`src/rtl/core/swm_pkg.sv`:
```
package swm_pkg;

    // Defaults for the top-level parameters
    localparam int DEF_MAX_WINDOW  = 64;
    localparam int DEF_SAMPLE_BITS = 32;

    // Fixed field widths
    localparam int WSIZE_W     = 7;
    localparam int IN_TDATA_W  = 32;
    localparam int MEDIAN_W    = 33;
    localparam int OUT_TDATA_W = 40;

    localparam logic [WSIZE_W-1:0] WSIZE_RESET = 7'd3;

    // Per-cell status seen by the neighbors
    typedef struct packed {
        logic valid;  // cell holds a sample of the window
        logic gt;     // value above the incoming sample, or cell empty
        logic lt;     // value below the outgoing sample
    } swm_flags_t;

    // Broadcast control for the whole row
    typedef struct packed {
        logic upd;    // apply one insert/replace step this cycle
        logic grow;   // window not full: insert only, row grows by one
        logic low;    // full and new sample below outgoing: shift toward top
        logic clear;  // drop all valid bits
    } swm_ctrl_t;

endpackage

```
`src/rtl/core/swm_history.sv`:
```
module swm_history #(
    parameter int DEPTH = swm_pkg::DEF_MAX_WINDOW,
    parameter int WIDTH = swm_pkg::DEF_SAMPLE_BITS
) (
    input  logic                     aclk,
    input  logic                     wr_en,
    input  logic [$clog2(DEPTH)-1:0] wr_addr,
    input  logic [WIDTH-1:0]         wr_data,
    input  logic [$clog2(DEPTH)-1:0] rd_addr,
    output logic [WIDTH-1:0]         rd_data
);

    logic [WIDTH-1:0] mem [DEPTH];
    logic [WIDTH-1:0] rd_data_reg;

    always_ff @(posedge aclk) begin
        if (wr_en) begin
            mem[wr_addr] <= wr_data;
        end
        rd_data_reg <= mem[rd_addr];
    end

    assign rd_data = rd_data_reg;

endmodule

```
`config.mk`:
```
export PLATFORM = sky130hd
export DESIGN_NAME = swm_history
export DESIGN_NICKNAME = d
export VERILOG_FILES = /design/src/rtl/core/swm_pkg.sv /design/src/rtl/core/swm_history.sv
export SDC_FILE = /design/constraint.sdc
export NUM_CORES = 2
export LEC_CHECK = 0
export BUFFER_PORTS_ARGS = -buffer_cell sky130_fd_sc_hd__buf_2
export CORE_UTILIZATION = 35
export CTS_CLUSTER_SIZE = 14
export DETAILED_ROUTE_END_ITERATION = 16
export MAX_ROUTING_LAYER = met4
export PLACE_DENSITY_LB_ADDON = 0.2
export SLEW_MARGIN = 20
export SYNTH_ARGS = -nofsm -noshare
export SYNTH_HDL_FRONTEND = slang
export SYNTH_SLANG_ARGS = --single-unit
```
`constraint.sdc`:
```
create_clock -name aclk -period 4.55 [get_ports aclk]
set_clock_uncertainty 0.15 [all_clocks]
set_input_delay 0 -clock aclk [delete_from_list [all_inputs] [get_ports aclk]]
set_output_delay 0 -clock aclk [all_outputs]
set_load 0.1 [all_outputs]
```
==> impl_metrics.env <==
export IMPL_status="complete, no violations"
export IMPL_met2_usage_pct=31.0
export IMPL_synthSimpleGateAreaFrac_pct=1.27
export IMPL_crit_fanout=60
export IMPL_finalSetupTns_ns=0
export IMPL_grt_pass1_vias=37593
export IMPL_powerDensity_nw_per_um2=447
export IMPL_use_met3_pct=2.60
export IMPL_hp_start="rd_addr[5]"
export IMPL_setup_slack_ns=1.48
export IMPL_cts_root_buf="clkbuf_16"
export IMPL_grt_pass1_wl_um=302000
export IMPL_hold_path_class="primary input to flop"
export IMPL_grt_usage_pct=19.7
export IMPL_die_x_um=476
export IMPL_die_y_um=476
export IMPL_cp_end_kind="flop"
export IMPL_synth_top_family_by_area="multiplexers"
export IMPL_synth_compound_area_share_pct=1.67
export IMPL_min_period_ns=3.07
export IMPL_fmax_ghz=0.326
export IMPL_antenna_found_initial=18
export IMPL_layout_drive_gt1_share_pct=31.1
export IMPL_path_class="primary input to flop"
export IMPL_cts_tree="yes"
export IMPL_reg2reg_to="rd_data[22]$_DFF_P_"
export IMPL_ys_seq_area_share_pct=79.1
export IMPL_synth_edf_count=2048
export IMPL_routedWlPerCell_um=31.5
export IMPL_ys_ff_latch=2080
export IMPL_period_share_pct=67.5
export IMPL_cts_inserted_buffers=207
export IMPL_via_per_inst=5.36
export IMPL_slew_viol_final=0
export IMPL_place_ws_ns=1.03
export IMPL_post_place_cells=6396
export IMPL_antenna_left=0
export IMPL_reg2reg_setup_slack_ns=2.14
export IMPL_yosys_warnings=0
export IMPL_drtIter0Drc=3964
export IMPL_postCtsSetupBuffers=0
export IMPL_io_pins=78
export IMPL_r2r_start="mem[31][22]$_DFFE_PP_"
export IMPL_grt_met1_usage_pct=27.2
export IMPL_arrival_ns=3.64
export IMPL_slew_headroom_pct=30.5
export IMPL_drc_errors=0
export IMPL_yosys_most_used_dff="edfxtp_1"
export IMPL_synthMuxAreaShare_pct=16.8
export IMPL_hold_viol=0
export IMPL_synth_async_reset_ratio_pct=0
export IMPL_insertion_delay_ns=0.87
export IMPL_die_area_um2=226000
export IMPL_drt_wl_total_um=215000
export IMPL_ir_drop_v=0.000314
export IMPL_clk_pin_slew_ns=0.06
export IMPL_worstSetupStartpointType="primary input"
export IMPL_largest_reg_flops=2048
export IMPL_cts_hold_buffers_added=45
export IMPL_rows=173
export IMPL_dp_hpwl_um=125000
export IMPL_fin_cells=6845
export IMPL_portBuffers=77
export IMPL_via_count=36713
export IMPL_initial_utilization_pct=35.3
export IMPL_clock_sinks=2080
export IMPL_top_usage_layer="met2"
export IMPL_rsz0062_at_grt="no"
export IMPL_cp_required_ns=5.11
export IMPL_holdPathStages=4
export IMPL_p_leak_nw=28.3
export IMPL_ctsLongestPathBuffers=3
export IMPL_post_cts_resized=0
export IMPL_worstMarginPinSlew_ns=1.04
export IMPL_synth_fa_ha_area_share_pct=0
export IMPL_gr_total_overflow=0
export IMPL_synth_cell_types=34
export IMPL_nNetsFinal=3721
export IMPL_postPlaceCellArea_um2=84100
export IMPL_area_delta_synth_final_pct=16.5
export IMPL_fillerInstances=19485
export IMPL_place_congestion=0.773
export IMPL_syn_cell_area_um2=78500
export IMPL_drv_cap=0
export IMPL_core_area_um2=223000
export IMPL_synth_nets=3370
export IMPL_r2r_cells=4
export IMPL_h_tree_depth=4
export IMPL_finalSetupViolations=0
export IMPL_avgSynthCellArea_um2=23.6
export IMPL_synth_cells=3324
export IMPL_grt_max_degree=65
export IMPL_min_to="rd_data[18]$_DFF_P_"
export IMPL_fin_area_um2=91500
export IMPL_synth_xor_area_share_pct=0
export IMPL_drt_first_pass_iters=6
==> worst max path at each step <==
| stage | end | start | cells after the start | slack (ns) |
|---|---|---|---|---|
| after CTS | rd_data[7]$_DFF_P_ | rd_addr[1] | 8 | 1.51 |
| after global placement | rd_data[3]$_DFF_P_ | rd_addr[0] | 8 | 1.01 |
| after floorplan | mem[48][0]$_DFFE_PP_ | wr_addr[3] | 4 | 1.24 |
| after detailed placement | rd_data[30]$_DFF_P_ | rd_addr[0] | 9 | 1.03 |
| final | rd_data[30]$_DFF_P_ | rd_addr[1] | 8 | 1.48 |
| after global routing | rd_data[30]$_DFF_P_ | rd_addr[1] | 8 | 1.50 |
==> worst max-delay path, stage by stage <==
cell	delay, ns
dlygate4sd3_1	0.58
buf_8	0.55
buf_12	0.41
nand2b_1	0.52
o22ai_1	0.53
nor2_1	0.12
a21oi_1	0.74
nor2_1	0.07
==> synthesized netlist by cell type, drive strengths merged, types with 15 or more instances <==
cell type	instances	area [µm²]
o22ai	84	526
nor2b	15	93.8
dfxtp	32	641
nor2	137	514
a21oi	62	310
edfxtp	2048	61500
clkbuf	74	278
nand2	26	97.6
mux4	544	12300
o221ai	27	236
buf	108	608
mux2i	93	931
==> routing by layer <==
layer | wire [µm] | share of wire, %
met4 | 5580 | 2.6
met3 | 10500 | 4.9
met5 | 0 | 0
met1 | 95500 | 44
met2 | 104000 | 48
==> power by group <==
group | switching [mW] | internal [mW] | total (mW)
registers | 0.100 | 21.2 | 21.3
clock network | 7.38 | 9.82 | 17.2
logic | 1.57 | 0.766 | 2.33
==> through the flow <==
stage	total power [mW]	utilization [%]	hold WS, ns
after CTS	41.2	41.1	0.0403
after detailed placement	24.1	37.8	0.308
after global routing	42.0	41.1	0.0520
after global placement	24.1	37.8	0.300
final	40.8	41.1	0.0651
after floorplan	23.0	-	-0.0511
==> cell type report <==
| type | instances | area (µm²) | share of cell area, % |
|---|---|---|---|
| flip-flops and latches | 2080 | 62100 | 67.9 |
| multi-input cells | 1062 | 16000 | 17.5 |
| clock buffers | 268 | 5620 | 6.15 |
| well taps | 2975 | 3720 | 4.07 |
| repair buffers | 324 | 2720 | 2.97 |
| clock inverters | 117 | 1230 | 1.34 |
| diodes | 19 | 47.5 | 0.0520 |
==> layout by cell type (no fill, tap or decap), types with 25 or more instances in the layout <==
master	n
a21oi_1	62
clkbuf_16	208
clkinv_2	33
mux4_2	544
o221ai_1	27
dfxtp_1	32
buf_4	184
dlygate4sd3_1	45
buf_2	66
clkbuf_1	41
o22ai_1	84
nor2_4	62
nand2_1	25
nor2_1	75
mux2i_1	93
buf_12	25
edfxtp_1	2048
clkinv_1	43
==> cell families after synthesis <==
group	Yosys count
mux	637
buf+inv	182
compound gates	202
flops	2080
simple gates	223
No activity file was read; power rests on OpenSTA's default activity.
