<file path="config.mk">
export PLATFORM = sky130hd
export DESIGN_NAME = swm_cell
export DESIGN_NICKNAME = d
export VERILOG_FILES = /design/src/rtl/core/swm_pkg.sv /design/src/rtl/core/swm_cell.sv
export SDC_FILE = /design/constraint.sdc
export NUM_CORES = 1
export LEC_CHECK = 0
export BUFFER_PORTS_ARGS = -buffer_cell sky130_fd_sc_hd__buf_2
export CORE_ASPECT_RATIO = 0.5
export CORE_UTILIZATION = 49
export DETAILED_ROUTE_END_ITERATION = 6
export PLACE_DENSITY = 0.95
export REMOVE_ABC_BUFFERS = 1
export SYNTH_ARGS = -nofsm -noshare
export SYNTH_HDL_FRONTEND = slang
export SYNTH_SLANG_ARGS = --single-unit
export TNS_END_PERCENT = 100
</file>
<file path="constraint.sdc">
create_clock -name aclk -period 6.8 [get_ports aclk]
set_clock_uncertainty 0.1 [all_clocks]
set_input_delay 0.34 -clock aclk [delete_from_list [all_inputs] [get_ports aclk]]
set_output_delay 0.34 -clock aclk [all_outputs]
set_load 0.005 [all_outputs]
</file>
<file path="src/rtl/core/swm_pkg.sv">
package swm_pkg;

    // Defaults for the top-level parameters
    localparam int DEF_MAX_WINDOW  = 64;
    localparam int DEF_SAMPLE_BITS = 32;

    // Fixed field widths
    localparam int WSIZE_W     = 7;
    localparam int IN_TDATA_W  = 32;
    localparam int MEDIAN_W    = 33;
    localparam int OUT_TDATA_W = 40;

    localparam logic [WSIZE_W-1:0] WSIZE_RESET = 7'd3;

    // Per-cell status seen by the neighbors
    typedef struct packed {
        logic valid;  // cell holds a sample of the window
        logic gt;     // value above the incoming sample, or cell empty
        logic lt;     // value below the outgoing sample
    } swm_flags_t;

    // Broadcast control for the whole row
    typedef struct packed {
        logic upd;    // apply one insert/replace step this cycle
        logic grow;   // window not full: insert only, row grows by one
        logic low;    // full and new sample below outgoing: shift toward top
        logic clear;  // drop all valid bits
    } swm_ctrl_t;

endpackage

</file>
<file path="src/rtl/core/swm_cell.sv">
module swm_cell #(
    parameter int SAMPLE_BITS = swm_pkg::DEF_SAMPLE_BITS
) (
    input  logic                          aclk,
    input  logic                          aresetn,
    input  swm_pkg::swm_ctrl_t            ctrl,
    input  logic signed [SAMPLE_BITS-1:0] s_val,
    input  logic signed [SAMPLE_BITS-1:0] v_val,
    input  logic signed [SAMPLE_BITS-1:0] l_val,
    input  swm_pkg::swm_flags_t           l_flags,
    input  logic signed [SAMPLE_BITS-1:0] r_val,
    input  swm_pkg::swm_flags_t           r_flags,
    output logic signed [SAMPLE_BITS-1:0] val,
    output swm_pkg::swm_flags_t           flags
);
    import swm_pkg::*;

    logic signed [SAMPLE_BITS-1:0] val_reg, val_next;
    logic                          valid_reg, valid_next;
    logic                          gt, lt;

    assign gt = !valid_reg || (val_reg > s_val);
    assign lt = valid_reg && (val_reg < v_val);

    always_comb begin
        val_next   = val_reg;
        valid_next = valid_reg;
        if (ctrl.upd) begin
            if (ctrl.grow || ctrl.low) begin
                // at or below the removed slot: shift up from the left neighbor
                if (ctrl.grow || l_flags.lt) begin
                    if (l_flags.gt) begin
                        val_next = l_val;
                        if (ctrl.grow) begin
                            valid_next = l_flags.valid;
                        end
                    end else if (gt) begin
                        val_next = s_val;
                        if (ctrl.grow) begin
                            valid_next = 1'b1;
                        end
                    end
                end
            end else if (!lt) begin
                // at or above the removed slot: pull down from the right neighbor
                if (!r_flags.gt) begin
                    val_next = r_val;
                end else if (!gt) begin
                    val_next = s_val;
                end
            end
        end
        if (ctrl.clear) begin
            valid_next = 1'b0;
        end
    end

    always_ff @(posedge aclk) begin
        if (!aresetn) begin
            valid_reg <= 1'b0;
        end else begin
            valid_reg <= valid_next;
        end
        val_reg <= val_next;
    end

    assign val         = val_reg;
    assign flags.valid = valid_reg;
    assign flags.gt    = gt;
    assign flags.lt    = lt;

endmodule

</file>
==> metrics.md <==
| Metric | Value |
|---|---|
| DPL Wire Length | `slightly below 8000 um` |
| Die W | `between 100 and 150 um` |
| Clock sink count | `33` |
| Flop-to-flop setup slack | `between 2 and 3 ns` |
| Final hold vios | `0` |
| Highest-count cells in the layout ignoring fill and taps | `buf_2 (172), inv_1 (66), ha_1 (63), edfxtp_1 (32), o22ai_1 (31)` |
| Final hold slack | `roughly 0.14 ns` |
| Worst setup EP type | `register` |
| Area delta synth->final | `34.1%` |
| Share of the synthesized area in the top cell type | `0.300` |
| Crit-path cells | `ha_1, nand4_1, nor4_2, o311ai_0, a41oi_1, nor3_1, nor4_4, buf_4` |
| Clock Path Buffers | `2` |
| Hold_buf cts | `0` |
| Pwr per Cell Area | `between 150 and 200 nW/um2` |
| Row cnt | `20` |
| Tmin final | `around 3.9 ns` |
| Gr ovfl total | `0` |
| Startpoint types | `register` |
| CP max stage delay | `between 0.9 and 1 ns` |
| CTS tree | `done` |
| Number of H-tree levels | `2` |
| Crit path DAT | `around 3.8 ns` |
| Port Buffers | `around 170` |
| Top-Level Pins | `175` |
| Antenna diodes | `0` |
| Slew headroom | `0.269` |
| Tcrit/Tclk final | `0.576` |
| Num CTS Buffers | `5` |
| Vias in the first global route | `around 3,200` |
| Setup TNS | `0 ns` |
| Number of synthesized flops with an enable pin | `32` |
| # Max-Cap Violations | `0` |
| Fin. max-slew vios | `0` |
| Routed Antenna Nets | `0` |
| Final setup fails | `0` |
| Most common cell after layout, fill and taps aside | `buf_2` |
| Netlist cell types | `47` |
| Sw frac | `0.303` |
| Routability cong. | `~0.90` |
| CP startpoint | `val[28]$_DFFE_PP_` |
| P_sw | `around 0.22 mW` |
| Final Net Count | `roughly 720` |
| Max Fclk | `255 MHz` |
| Initial DRC count | `around 230` |
| TritonRoute pass-1 iters | `5` |
| Hold_sp | `ctrl[0]` |
| Total Routing Usage GR | `0.288` |
| Maximum number of pins on one net before global-route repair | `63` |
| Avg Synthesized Cell Area | `approximately 9.0 um2` |
| Sequential area share after synthesis | `0.307` |
| Worst Hold Path Cells | `2` |
| Total Wirelength | `around 9700 um` |
| Drc violations | `0` |
| Syn Inst Count | `around 350` |
| Comb pwr share | `0.313` |
| Cell area after synthesis | `roughly 3200 um2` |
| Hold EP | `valid_reg$_SDFFE_PP0P_` |
| Static Leak | `~2.2 nW` |
| Initial antenna violation count | `0` |
| Power Internal | `about 0.50 mW` |
| Core area | `~6200 um2` |
| Via count | `between 3,000 and 4,000` |
| Top FF cell, synth | `edfxtp_1` |
| WS Path Type | `register to register` |
| Ys async rst share | `0` |
| Vias per inst | `5.72` |
| Setup Fix Bufs, Post-CTS | `0` |
| Status | `completed` |
| Area leader, netlist | `edfxtp_1` |
| Fill cells | `between 400 and 500` |
| Slowest stage cell, crit path | `nor4_4` |
| Sequential power share | `0.367` |
| Reg clk slew, reported paths | `around 0.050 ns` |
| R2r worst-path depth | `8` |
| Worst path bufs/invs | `1` |
| Worst Max-Slew Pin Slew | `around 1.1 ns` |
| RSZ-0062 raised after global routing | `false` |
| First-pass GRT wire length | `around 15,000 um` |
| Maximum vdd drop | `0.0976 mV` |
| Hold Path Class | `input pin to register` |
| Crit path required time | `around 6.7 ns` |
| Worst R2R Start | `val[28]$_DFFE_PP_` |
| Area contributors post-synth | `edfxtp_1 (30%), ha_1 (25%), inv_1 (7.7%), o22ai_1 (6.1%), a31oi_1 (5.9%)` |
| Drt wl/cell | `~16 um` |
| Largest register FFs | `32` |
| Die Y | `~60 um` |
| Clock power share | `0.320` |
| PostCTS Resize Cnt | `0` |
| Worst path top cell family by delay | `simple AND/OR/NAND/NOR gates` |
| Yosys reg bits | `33` |
| Die area | `6870 um2` |
| Root Buffer | `clkbuf_16` |
| Syn. warnings | `0` |
| Clk_lat worst skew | `0.28 ns` |
| Initial Utilization | `0.517` |
| Layout cells sized above 1 | `0.365` |
| Crit path max fanout | `18` |
| Reg2Reg Capture Point | `val[3]$_DFFE_PP_` |
==> routing by layer <==
layer	routed length, um	track usage
met1	3940	0.350
met2	4750	0.516
met3	643	0.0440
met4	324	0.126
met5	0	0
==> cell usage after synthesis, types with 4 or more instances <==
library cell,instances
a31oi_1,30
nand2_1,12
inv_1,66
edfxtp_1,32
a21o_1,5
ha_1,63
o22ai_1,31
nor2_1,9
nand3_1,7
o21ai_0,5
a21oi_1,19
nand4_1,11
nor3_1,4
clkbuf_1,13
==> power groups by stage <==
stage          clock network (mW)  registers (mW)  logic [mW]
4_1_cts                     0.229           0.262       0.222
5_1_grt                     0.240           0.265       0.252
2_1_floorplan                   0           0.265       0.122
3_5_place_dp                    0           0.267       0.220
3_3_place_gp                    0           0.265       0.208
6_report                    0.229           0.263       0.225
==> area by class of cell <==
| class | count | area [um2] | share of cell area |
|---|---|---|---|
| Multi-Input combinational cell | 239 | 1920 | 0.448 |
| Clock buffer | 8 | 146 | 0.0341 |
| Timing Repair Buffer | 175 | 883 | 0.206 |
| Inverter | 66 | 248 | 0.0578 |
| Sequential cell | 33 | 981 | 0.229 |
| Tap cell | 88 | 110 | 0.0257 |
==> kinds of logic (layout without fill, tap and decap cells) <==
family	count (synthesis)	count (layout)	share of synthesized area
xor gates and xnor gates	1	1	0.00274
adders and majority gates	63	63	0.246
AOI/OAI and AO/OA	115	115	0.236
muxes	1	1	0.00313
buffers and inverters	82	249	0.0998
DFF	33	33	0.307
and+or+nand+nor	59	59	0.105
==> through the flow <==
| stage | instance area [um2] | utilization | power (mW) | worst slack (ns) | cells |
|---|---|---|---|---|---|
| 2_1_floorplan | 3130 | - | 0.387 | 2.54 | 338 |
| 3_3_place_gp | 4140 | 0.670 | 0.473 | 3.04 | 601 |
| 3_5_place_dp | 4140 | 0.670 | 0.486 | 2.94 | 601 |
| 4_1_cts | 4290 | 0.694 | 0.714 | 2.94 | 609 |
| 5_1_grt | 4290 | 0.694 | 0.756 | 2.73 | 609 |
| 6_report | 4290 | 0.694 | 0.717 | 2.88 | 609 |
==> how the worst max path moves through the flow <==
stage	to	slack (ns)	cells after the start
4_1_cts	val[3]$_DFFE_PP_	2.94	8
2_1_floorplan	val[0]$_DFFE_PP_	2.54	8
5_1_grt	val[1]$_DFFE_PP_	2.73	8
6_report	val[3]$_DFFE_PP_	2.88	8
3_5_place_dp	val[0]$_DFFE_PP_	2.94	10
3_3_place_gp	val[0]$_DFFE_PP_	3.04	11
==> worst register-to-register path, stage by stage (launching register included) <==
cell	delay (ns)
edfxtp_1	0.45
ha_1	0.35
nand4_1	0.18
nor4_2	0.42
o311ai_0	0.20
a41oi_1	0.37
nor3_1	0.14
nor4_4	0.95
buf_4	0.44
(Power assumes the default switching activity.)
